File: config.mk
export PLATFORM = sky130hd
export DESIGN_NAME = inode_bitmap_allocator
export DESIGN_NICKNAME = d
export VERILOG_FILES = /design/src/hw/rtl/ibma_pkg.sv /design/src/hw/rtl/ibma_ram.sv /design/src/hw/rtl/ibma_div.sv /design/src/hw/rtl/inode_bitmap_allocator.sv
export SDC_FILE = /design/constraint.sdc
export NUM_CORES = 2
export LEC_CHECK = 0
export BUFFER_PORTS_ARGS = -buffer_cell sky130_fd_sc_hd__clkbuf_2
export CORE_ASPECT_RATIO = 0.6
export CORE_MARGIN = 2
export CORE_UTILIZATION = 68
export DETAILED_ROUTE_END_ITERATION = 7
export PLACE_DENSITY = 0.85
export SKIP_LAST_GASP = 1
export SLEW_MARGIN = 20
export SYNTH_ARGS = -nofsm -noshare
export SYNTH_HDL_FRONTEND = slang
export SYNTH_SLANG_ARGS = --single-unit
File: constraint.sdc
create_clock -name i_clk -period 13.55 [get_ports i_clk]
set_input_delay 3.3875 -clock i_clk [delete_from_list [all_inputs] [get_ports i_clk]]
set_output_delay 3.3875 -clock i_clk [all_outputs]
set_load 0.005 [all_outputs]
File: src/hw/rtl/ibma_pkg.sv
package ibma_pkg;

    // Table geometry
    localparam int MAX_SLOTS = 1024;
    localparam int WORD_W    = 32;
    localparam int WORDS     = MAX_SLOTS / WORD_W;
    localparam int WIDX_W    = $clog2(WORDS);
    localparam int BIT_W     = $clog2(WORD_W);
    localparam int SLOT_W    = $clog2(MAX_SLOTS);
    localparam int CNT_W     = 11;

    // Field widths
    localparam int ADDR_W    = 31;
    localparam int SIZE_W    = 13;
    localparam int STAT_W    = 3;
    localparam int PROD_W    = SLOT_W + SIZE_W;
    localparam int CFG_IDX_W = 2;

    typedef logic [STAT_W-1:0] t_status;

    localparam t_status ST_OK           = 3'd0;
    localparam t_status ST_NONE_FREE    = 3'd1;
    localparam t_status ST_MISALIGNED   = 3'd2;
    localparam t_status ST_OUT_OF_RANGE = 3'd3;
    localparam t_status ST_NOT_IN_USE   = 3'd4;

    localparam logic OP_ALLOC = 1'b0;
    localparam logic OP_FREE  = 1'b1;

    localparam logic [CFG_IDX_W-1:0] REG_BASE  = 2'd0;
    localparam logic [CFG_IDX_W-1:0] REG_SIZE  = 2'd1;
    localparam logic [CFG_IDX_W-1:0] REG_COUNT = 2'd2;

    localparam logic [ADDR_W-1:0] RST_BASE  = '0;
    localparam logic [SIZE_W-1:0] RST_SIZE  = 13'd128;
    localparam logic [CNT_W-1:0]  RST_COUNT = 11'd1024;

endpackage

File: src/hw/rtl/ibma_ram.sv
module ibma_ram #(
    parameter int WIDTH = 32,
    parameter int DEPTH = 32
) (
    input  logic                     i_clk,
    input  logic                     i_we,
    input  logic [$clog2(DEPTH)-1:0] i_waddr,
    input  logic [WIDTH-1:0]         i_wdata,
    input  logic [$clog2(DEPTH)-1:0] i_raddr,
    output logic [WIDTH-1:0]         o_rdata
);

    logic [WIDTH-1:0] r_mem [DEPTH];

    always_ff @(posedge i_clk) begin
        if (i_we) begin
            r_mem[i_waddr] <= i_wdata;
        end
        o_rdata <= r_mem[i_raddr];
    end

endmodule

File: src/hw/rtl/ibma_div.sv
module ibma_div (
    input  logic                        i_clk,
    input  logic                        i_rst_n,
    input  logic                        i_start,
    input  logic [ibma_pkg::ADDR_W-1:0] i_dividend,
    input  logic [ibma_pkg::SIZE_W-1:0] i_divisor,
    output logic                        o_done,
    output logic [ibma_pkg::ADDR_W-1:0] o_quotient,
    output logic [ibma_pkg::SIZE_W-1:0] o_remainder
);
    import ibma_pkg::*;

    localparam int STEP_W = $clog2(ADDR_W + 1);

    logic              r_busy;
    logic [STEP_W-1:0] r_step;
    logic [ADDR_W-1:0] r_quo;
    logic [SIZE_W-1:0] r_rem;
    logic [SIZE_W-1:0] r_dsr;
    logic              r_done;

    logic [SIZE_W:0]   shifted;
    logic              fits;
    logic [SIZE_W:0]   diff;

    // one restoring step per cycle, quotient shifts in from the bottom
    always_comb begin
        shifted = {r_rem, r_quo[ADDR_W-1]};
        fits    = shifted >= {1'b0, r_dsr};
        diff    = shifted - {1'b0, r_dsr};
    end

    always_ff @(posedge i_clk) begin
        if (!i_rst_n) begin
            r_busy <= 1'b0;
            r_done <= 1'b0;
            r_step <= '0;
        end else begin
            r_done <= 1'b0;
            if (i_start) begin
                r_busy <= 1'b1;
                r_step <= '0;
            end else if (r_busy) begin
                if (r_step == STEP_W'(ADDR_W - 1)) begin
                    r_busy <= 1'b0;
                    r_done <= 1'b1;
                end
                r_step <= r_step + 1'b1;
            end
        end
    end

    always_ff @(posedge i_clk) begin
        if (i_start) begin
            r_quo <= i_dividend;
            r_rem <= '0;
            r_dsr <= i_divisor;
        end else if (r_busy) begin
            r_quo <= {r_quo[ADDR_W-2:0], fits};
            r_rem <= fits ? diff[SIZE_W-1:0] : shifted[SIZE_W-1:0];
        end
    end

    assign o_done      = r_done;
    assign o_quotient  = r_quo;
    assign o_remainder = r_rem;

endmodule

File: src/hw/rtl/inode_bitmap_allocator.sv
// First-free slot allocator over a used-bit map.
//
// Requests arrive on the s_axis channel: tuser carries the opcode (0 allocate,
// 1 free) and tdata the byte address to free. Each request gives one result
// on the m_axis channel: tuser carries the status, tdata the allocated slot
// address and the free slot count after the request.
// Registers (base, size, count) are written through the cfg channel, which
// is always ready; write them only while no request is in flight.
//
// An allocate scans the used map one 32-bit word per cycle through the map
// RAM read port. A free runs the 31-step iterative divider that turns the
// offset into a slot number, then one read of the map and, if the slot is
// in use, one write.
// One request is worked on at a time; s_axis_tready is high only while idle.
// A finished result sits in the output register until taken; a new request
// is accepted meanwhile, but its result waits until the register is free.
// Reset restores the register defaults, marks every slot free by clearing
// one valid bit per map word (no clearing pass), and empties the output.
module inode_bitmap_allocator (
    input  logic                         i_clk,
    input  logic                         i_rst_n,
    // request: tdata = address[30:0], zero pad[31]; tuser = opcode
    input  logic                         i_s_axis_tvalid,
    output logic                         o_s_axis_tready,
    input  logic [31:0]                  i_s_axis_tdata,
    input  logic                         i_s_axis_tuser,
    // result: tdata = slot_address[30:0], free_slots[41:31], zero pad[47:42];
    // tuser = status
    output logic                         o_m_axis_tvalid,
    input  logic                         i_m_axis_tready,
    output logic [47:0]                  o_m_axis_tdata,
    output logic [ibma_pkg::STAT_W-1:0]  o_m_axis_tuser,
    // register writes
    input  logic                          i_cfg_valid,
    output logic                          o_cfg_ready,
    input  logic [ibma_pkg::CFG_IDX_W-1:0] i_cfg_index,
    input  logic [ibma_pkg::ADDR_W-1:0]   i_cfg_data
);
    import ibma_pkg::*;

    localparam logic [2:0] S_IDLE   = 3'd0;
    localparam logic [2:0] S_SCAN   = 3'd1;
    localparam logic [2:0] S_AWRITE = 3'd2;
    localparam logic [2:0] S_AMUL   = 3'd3;
    localparam logic [2:0] S_FDIV   = 3'd4;
    localparam logic [2:0] S_FREAD  = 3'd5;
    localparam logic [2:0] S_FCHECK = 3'd6;
    localparam logic [2:0] S_DONE   = 3'd7;

    // configuration
    logic [ADDR_W-1:0] r_base;
    logic [SIZE_W-1:0] r_size;
    logic [CNT_W-1:0]  r_count;

    // control
    logic [2:0]        r_state;
    logic [CNT_W-1:0]  r_used;
    logic [WORDS-1:0]  r_wvalid;
    logic [WIDX_W-1:0] r_idx;
    logic              r_issue_done;
    logic              r_chk_valid;
    logic [WIDX_W-1:0] r_chk_idx;
    logic              r_rd_vld;
    logic              r_out_valid;

    // payload
    logic              r_op;
    t_status           r_status;
    logic [SLOT_W-1:0] r_slot;
    logic [WORD_W-1:0] r_word;
    logic [PROD_W-1:0] r_prod;
    logic [47:0]       r_out_data;
    t_status           r_out_user;

    // derived values
    logic [CNT_W-1:0]  eff_count;
    logic [SIZE_W-1:0] eff_size;
    logic [CNT_W-1:0]  free_now;
    logic [ADDR_W:0]   addr_sum;

    // map RAM
    logic              ram_we;
    logic [WIDX_W-1:0] ram_waddr;
    logic [WORD_W-1:0] ram_wdata;
    logic [WIDX_W-1:0] ram_raddr;
    logic [WORD_W-1:0] ram_q;
    logic [WORD_W-1:0] map_word;

    // scan
    logic [WORD_W-1:0] free_vec;
    logic [BIT_W-1:0]  free_bit;
    logic              free_any;
    logic [SLOT_W-1:0] glob_idx;

    // divider
    logic              div_start;
    logic              div_done;
    logic [ADDR_W-1:0] div_quo;
    logic [SIZE_W-1:0] div_rem;

    logic              in_xfer;
    logic              out_load;

    assign in_xfer     = i_s_axis_tvalid && o_s_axis_tready;
    assign o_cfg_ready = 1'b1;

    always_comb begin
        eff_count = (r_count > CNT_W'(MAX_SLOTS)) ? CNT_W'(MAX_SLOTS) : r_count;
        eff_size  = (r_size == '0) ? SIZE_W'(1) : r_size;
        free_now  = (eff_count > r_used) ? (eff_count - r_used) : '0;
        addr_sum  = {1'b0, r_base} + (ADDR_W + 1)'(r_prod);
    end

    // Never-written words read as all free.
    assign map_word = r_rd_vld ? ram_q : '0;

    // Free bits of the checked word that lie below the effective count.
    always_comb begin
        free_bit = '0;
        free_any = 1'b0;
        glob_idx = '0;
        for (int b = 0; b < WORD_W; b++) begin
            glob_idx    = {r_chk_idx, BIT_W'(b)};
            free_vec[b] = !map_word[b] && (CNT_W'(glob_idx) < eff_count);
        end
        for (int b = WORD_W - 1; b >= 0; b--) begin
            if (free_vec[b]) begin
                free_bit = BIT_W'(b);
                free_any = 1'b1;
            end
        end
    end

    // Map RAM addressing: scan counter during an allocate, slot word otherwise.
    always_comb begin
        ram_raddr = (r_state == S_SCAN) ? r_idx : r_slot[SLOT_W-1:BIT_W];
        ram_we    = 1'b0;
        ram_waddr = r_slot[SLOT_W-1:BIT_W];
        ram_wdata = r_word | (WORD_W'(1) << r_slot[BIT_W-1:0]);
        if (r_state == S_AWRITE) begin
            ram_we = 1'b1;
        end else if (r_state == S_FCHECK && map_word[r_slot[BIT_W-1:0]]) begin
            ram_we    = 1'b1;
            ram_wdata = map_word & ~(WORD_W'(1) << r_slot[BIT_W-1:0]);
        end
    end

    ibma_ram #(
        .WIDTH (WORD_W),
        .DEPTH (WORDS)
    ) u_map (
        .i_clk   (i_clk),
        .i_we    (ram_we),
        .i_waddr (ram_waddr),
        .i_wdata (ram_wdata),
        .i_raddr (ram_raddr),
        .o_rdata (ram_q)
    );

    assign div_start = in_xfer && (i_s_axis_tuser == OP_FREE)
                       && (i_s_axis_tdata[ADDR_W-1:0] >= r_base);

    ibma_div u_div (
        .i_clk       (i_clk),
        .i_rst_n     (i_rst_n),
        .i_start     (div_start),
        .i_dividend  (i_s_axis_tdata[ADDR_W-1:0] - r_base),
        .i_divisor   (eff_size),
        .o_done      (div_done),
        .o_quotient  (div_quo),
        .o_remainder (div_rem)
    );

    assign out_load = (r_state == S_DONE) && (!r_out_valid || i_m_axis_tready);

    // Configuration registers; writes beyond the list are dropped.
    always_ff @(posedge i_clk) begin
        if (!i_rst_n) begin
            r_base  <= RST_BASE;
            r_size  <= RST_SIZE;
            r_count <= RST_COUNT;
        end else if (i_cfg_valid) begin
            unique case (i_cfg_index)
                REG_BASE:  r_base  <= i_cfg_data;
                REG_SIZE:  r_size  <= i_cfg_data[SIZE_W-1:0];
                REG_COUNT: r_count <= i_cfg_data[CNT_W-1:0];
                default:   ;
            endcase
        end
    end

    // Sequencer
    always_ff @(posedge i_clk) begin
        if (!i_rst_n) begin
            r_state      <= S_IDLE;
            r_used       <= '0;
            r_wvalid     <= '0;
            r_idx        <= '0;
            r_issue_done <= 1'b0;
            r_chk_valid  <= 1'b0;
            r_chk_idx    <= '0;
            r_rd_vld     <= 1'b0;
        end else begin
            r_rd_vld <= r_wvalid[ram_raddr];
            if (ram_we) begin
                r_wvalid[ram_waddr] <= 1'b1;
            end
            unique case (r_state)
                S_IDLE: begin
                    if (in_xfer) begin
                        if (i_s_axis_tuser == OP_ALLOC) begin
                            r_idx        <= '0;
                            r_issue_done <= 1'b0;
                            r_chk_valid  <= 1'b0;
                            r_state      <= S_SCAN;
                        end else if (div_start) begin
                            r_state <= S_FDIV;
                        end else begin
                            r_state <= S_DONE;
                        end
                    end
                end
                S_SCAN: begin
                    // issue one word read a cycle, check the previous word
                    r_chk_valid <= !r_issue_done;
                    r_chk_idx   <= r_idx;
                    if (r_idx == WIDX_W'(WORDS - 1)) begin
                        r_issue_done <= 1'b1;
                    end else begin
                        r_idx <= r_idx + 1'b1;
                    end
                    if (r_chk_valid && free_any) begin
                        r_state <= S_AWRITE;
                    end else if (r_chk_valid && r_chk_idx == WIDX_W'(WORDS - 1)) begin
                        r_state <= S_DONE;
                    end
                end
                S_AWRITE: begin
                    r_used  <= r_used + 1'b1;
                    r_state <= S_AMUL;
                end
                S_AMUL: begin
                    r_state <= S_DONE;
                end
                S_FDIV: begin
                    if (div_done) begin
                        if (div_rem != '0 || div_quo >= ADDR_W'(eff_count)) begin
                            r_state <= S_DONE;
                        end else begin
                            r_state <= S_FREAD;
                        end
                    end
                end
                S_FREAD: begin
                    r_state <= S_FCHECK;
                end
                S_FCHECK: begin
                    if (map_word[r_slot[BIT_W-1:0]] && r_used != '0) begin
                        r_used <= r_used - 1'b1;
                    end
                    r_state <= S_DONE;
                end
                S_DONE: begin
                    if (out_load) begin
                        r_state <= S_IDLE;
                    end
                end
                default: r_state <= S_IDLE;
            endcase
        end
    end

    // Request payload and status
    always_ff @(posedge i_clk) begin
        unique case (r_state)
            S_IDLE: begin
                if (in_xfer) begin
                    r_op     <= i_s_axis_tuser;
                    r_status <= (i_s_axis_tuser == OP_FREE && !div_start)
                                ? ST_OUT_OF_RANGE : ST_OK;
                end
            end
            S_SCAN: begin
                if (r_chk_valid && free_any) begin
                    r_slot <= {r_chk_idx, free_bit};
                    r_word <= map_word;
                end else if (r_chk_valid && r_chk_idx == WIDX_W'(WORDS - 1)) begin
                    r_status <= ST_NONE_FREE;
                end
            end
            S_AMUL: begin
                r_prod <= PROD_W'(r_slot) * PROD_W'(eff_size);
            end
            S_FDIV: begin
                if (div_done) begin
                    r_slot <= div_quo[SLOT_W-1:0];
                    if (div_rem != '0) begin
                        r_status <= ST_MISALIGNED;
                    end else if (div_quo >= ADDR_W'(eff_count)) begin
                        r_status <= ST_OUT_OF_RANGE;
                    end
                end
            end
            S_FCHECK: begin
                if (!map_word[r_slot[BIT_W-1:0]]) begin
                    r_status <= ST_NOT_IN_USE;
                end
            end
            default: ;
        endcase
    end

    // Output register: hold the result until the receiver takes it.
    always_ff @(posedge i_clk) begin
        if (!i_rst_n) begin
            r_out_valid <= 1'b0;
        end else if (out_load) begin
            r_out_valid <= 1'b1;
        end else if (i_m_axis_tready) begin
            r_out_valid <= 1'b0;
        end
    end

    always_ff @(posedge i_clk) begin
        if (out_load) begin
            r_out_user <= r_status;
            r_out_data <= {6'd0, free_now,
                           (r_op == OP_ALLOC && r_status == ST_OK)
                               ? addr_sum[ADDR_W-1:0] : ADDR_W'(0)};
        end
    end

    assign o_s_axis_tready = (r_state == S_IDLE);
    assign o_m_axis_tvalid = r_out_valid;
    assign o_m_axis_tdata  = r_out_data;
    assign o_m_axis_tuser  = r_out_user;

endmodule
==> results.txt <==
- Type of the most critical hold path: register to register
* Total area of multi-input combinational cells: 23100 sq um
- Drt wl/cell: 26.2 um
- Int Pwr: 7.54 mW
- At the pin with the least slew margin, the transition time is 1.22 ns.
* Launch instance of the worst register-to-register path: r_size[9]
- Data arrives at the worst endpoint at 7.21 ns.
- The worst setup path is launched from a register.
- The tree is rooted in a sky130_fd_sc_hd__clkbuf_16.
* Clk buf depth: 3
- Of the cells placed in the final design, the portion with a size suffix greater than 1 is 0.0995.
- Once detailed placement completed, the half-perimeter wirelength came to 104000 um.
* Worst path max stage delay: 0.81 ns
- The run finished with clean final reports.
- The die covers 95800 sq um.
- Synthesis inferred 1349 register bits.
* Worst hold path stage count: 1
- Total routed wirelength: 174000 um
- Net Sw Power: 3.53 mW
- Sequential share of power: 0.444
- Worst path top cell family by delay: adder cells
* Routability Congestion: 1.01
- Clock network fraction of design power: 0.311
* Pre-CTS setup slack: 6.34 ns
* Number of buffers created by CTS: 113
* Vias: 45200
- Along the worst path, the maximum fanout reaches 13.
* Number of endpoints failing setup at the final stage: 0
* DRC: 0
* Worst clock skew on the final layout: 0.0318 ns
- Final critical path time including I/O delays and setup: 6.73 ns
- Measured in cells, the most critical reg-to-reg path has a length of 21.
- Antenna violation net count after detailed routing: 0
- After synthesis the cells add up to 63400 sq um.
- VDD sags by at most 0.000153 V.
- The worst register-to-register path has a setup slack of 6.82 ns.
- Timing-limited maximum frequency: 149 MHz
- Instance area at placement: 65500 sq um
* Largest area contributor in the synthesized netlist: sky130_fd_sc_hd__edfxtp_1
- Post-cts sizing count: 0
- Flip-flop and latch area: 38800 sq um
* Worst-path clk slew: 0.07 ns
* Final-report hold violation count: 0
- Power per cell area: 159 nW/um^2
- For this run, the detailed router's first-pass iteration total came to 8.
- Share of the clock period used by the worst path after layout: 0.497
- Share of the yosys chip area belonging to registers: 0.612
- Cell breakdown of the critical path: nor3_1 > a41oi_1 > buf_4 > nor2b_1 > fa_1 > fa_1 > ha_1 > inv_1 > fa_1 > inv_1 > fa_1 > ha_1 > or3_1 > a211oi_1 > o21ai_1 > nand3_1 > a31oi_1 > and4_1 > a2111oi_0 > a21oi_1 > xnor2_1
- Max-slew headroom at the worst pin: 0.186
- Among all flip-flop cells after synthesis, the most frequent one is sky130_fd_sc_hd__edfxtp_1.
* Startpoint-to-endpoint class of the critical path: register to register
* Drt first-iter violations: 7782
- Synthesis produced a netlist whose cell count is 5323.
* Initial standard-cell utilization of the core: 0.689
* Count of maximum capacitance violations: 0
* Switching share of total power: 0.319
- After synthesis, the cell types taking the most area are sky130_fd_sc_hd__edfxtp_1 56%, sky130_fd_sc_hd__dfxtp_1 5.3%, sky130_fd_sc_hd__nand2_1 5.0%.
- In the synthesized netlist the async set-or-reset flop fraction comes to 0.
* Hold_buf cts: 0
- Number of different library cells in the post-synthesis netlist: 98
* Synthesis-to-finish area growth: 9.61%
- Post-CTS setup buffers: 0
- Together, buffers and inverters on the worst path number 3.
* Most frequent cells in the layout: 1182 x sky130_fd_sc_hd__edfxtp_1, 840 x sky130_fd_sc_hd__nand2_1, 383 x sky130_fd_sc_hd__a211oi_1, 298 x sky130_fd_sc_hd__nor2b_1, 259 x sky130_fd_sc_hd__a21oi_1
- CTS built an H-tree with a depth of 3.
- Post-Route Hold Slack: 0.460 ns
- Chip width: 398 um
- Maximum number of pins on one net before global-route repair: 202
* Placeable Area: 92100 sq um
- Warnings from Yosys: 0
- The analysis attributes to cell leakage a power of 24.5 nW.
* Clock tree from TritonCTS: done
- Critical Path Slowest Stage Cell: sky130_fd_sc_hd__dfxtp_1
- Number of pins with negative max-slew slack in the final report: 0
* Clock insertion delay at the later pin of the skew report: 0.75 ns
- Global-route total usage across every layer: 0.358
- For this run the aggregate overflow at the end of global routing stands at 0.
- End-of-flow core utilization: 0.755
* Unrepaired setup endpoints after global routing: false
- Port buffer count: 116
* Sink count of the clock tree: 1349
- Vias in the first global route: 42100
* Post-synthesis average cell area: 11.9 sq um
- Number of antenna violations at the first check in global routing: 3
- Routed vias/inst: 6.81
- The startpoint identified for the worst hold timing path is r_wvalid[3].
- Layout net count: 5635
- The worst register-to-register path ends at r_prod[22].
- Of the total power, combinational logic draws 0.245.
* Type of destination of the critical path: register
- Finished Cell Area: 69500 sq um
* Io pins: 125
- DIE HEIGHT: 241 um
- After routing, the total negative slack on setup checks comes to 0 ns.
* Commonest non-fill, non-tap cell in the layout: sky130_fd_sc_hd__edfxtp_1
* Row cnt: 86
- In the post-route analysis, the smallest setup slack over all paths is 6.82 ns.
* Fillers: 5433
- Dominant cell type by count on the critical path: sky130_fd_sc_hd__fa_1
- CP Data Required Time: 14.03 ns
- The worst hold path terminates at r_wvalid[3].
- Area share of the largest cell type after synthesis: 0.559
- The first global-routing pass estimated 255000 um of wire.
- Post-synth EDFFs: 1182
## cell families after synthesis
family                   share of synthesized area
multiplexers                                0.0143
buffers and inverters                       0.0352
flip-flops                                   0.612
AO/OA/AOI/OAI                                0.141
adder cells (fa/ha/maj)                     0.0615
XOR/XNOR                                    0.0116
AND/OR/NAND/NOR                              0.124
other                                     0.000118
## stage by stage
| stage | power [mW] | std cells |
|---|---|---|
| CTS | 11.0 | 6633 |
| floorplan | 6.83 | 5328 |
| global placement | 7.46 | 6419 |
| detailed placement | 7.57 | 6419 |
| finish | 11.1 | 6639 |
| global route | 11.4 | 6638 |
## cell type report
type                       count  area share
timing repair buffer         213      0.0201
sequential                  1349       0.559
tap                         1232      0.0222
clock inverter                74      0.0120
antenna                        1   0.0000360
inverter                     219      0.0118
clock buffer                 140      0.0436
multi-input combinational   3411       0.332
## registers in the layout (all words and copies together) (netlist names), 3 cells and up
register / flops
u_map.r_mem: 1024
o_m_axis_tdata: 42
r_word: 32
r_wvalid: 32
u_map.o_rdata: 32
r_base: 31
u_div.o_quotient: 31
r_prod: 23
r_size: 13
u_div.o_remainder: 13
u_div.r_dsr: 13
r_count: 11
r_used: 11
r_slot: 10
r_chk_idx: 5
r_idx: 5
u_div.r_step: 5
o_m_axis_tuser: 3
r_state: 3
r_status: 3
## per-layer routing
layer	GRT usage	up-vias	share of wire
met3	0.122	479	0.16
li1	-	19600	-
met2	0.499	3280	0.42
met4	0.121	6	0.034
met1	0.530	21800	0.38
met5	0.00496	-	0.00061
## power groups by stage
stage	combinational (mW)	clock [mW]	sequential (mW)
3_5_place_dp	2.58	0	4.99
2_1_floorplan	1.90	0	4.93
6_report	2.71	3.45	4.91
5_1_grt	2.91	3.59	4.92
3_3_place_gp	2.47	0	4.99
4_1_cts	2.62	3.44	4.91
## cell usage after synthesis (19+ instances only)
library cell	number
sky130_fd_sc_hd__nor2_1	222
sky130_fd_sc_hd__fa_1	91
sky130_fd_sc_hd__edfxtp_1	1182
sky130_fd_sc_hd__a21o_1	57
sky130_fd_sc_hd__xnor2_1	54
sky130_fd_sc_hd__nand4_1	19
sky130_fd_sc_hd__nand3_1	35
sky130_fd_sc_hd__nand2_1	842
sky130_fd_sc_hd__buf_2	28
sky130_fd_sc_hd__a311oi_1	136
sky130_fd_sc_hd__clkbuf_1	290
sky130_fd_sc_hd__a31oi_1	154
sky130_fd_sc_hd__xor2_1	30
sky130_fd_sc_hd__o21ai_0	89
sky130_fd_sc_hd__ha_1	166
sky130_fd_sc_hd__and2_1	74
sky130_fd_sc_hd__or3_1	20
sky130_fd_sc_hd__mux2i_1	35
sky130_fd_sc_hd__nor2b_1	300
sky130_fd_sc_hd__a211oi_1	383
sky130_fd_sc_hd__dfxtp_1	167
sky130_fd_sc_hd__nor3_1	85
sky130_fd_sc_hd__o21a_1	49
sky130_fd_sc_hd__a21oi_1	281
sky130_fd_sc_hd__inv_1	214
## how the worst max path moves through the flow
| stage | start | endpoint | slack (ns) | depth (start not counted) |
|---|---|---|---|---|
| floorplan | i_s_axis_tdata[2] | u_div.o_quotient[0] | 7.20 | 10 |
| CTS | r_size[10] | r_prod[22] | 6.88 | 21 |
| global placement | i_s_axis_tdata[2] | u_div.o_quotient[15] | 6.48 | 13 |
| finish | r_size[9] | r_prod[22] | 6.82 | 21 |
| global route | r_size[10] | r_prod[22] | 6.49 | 21 |
| detailed placement | i_s_axis_tdata[7] | u_div.o_quotient[13] | 6.34 | 13 |
(Power assumes the default switching activity.)
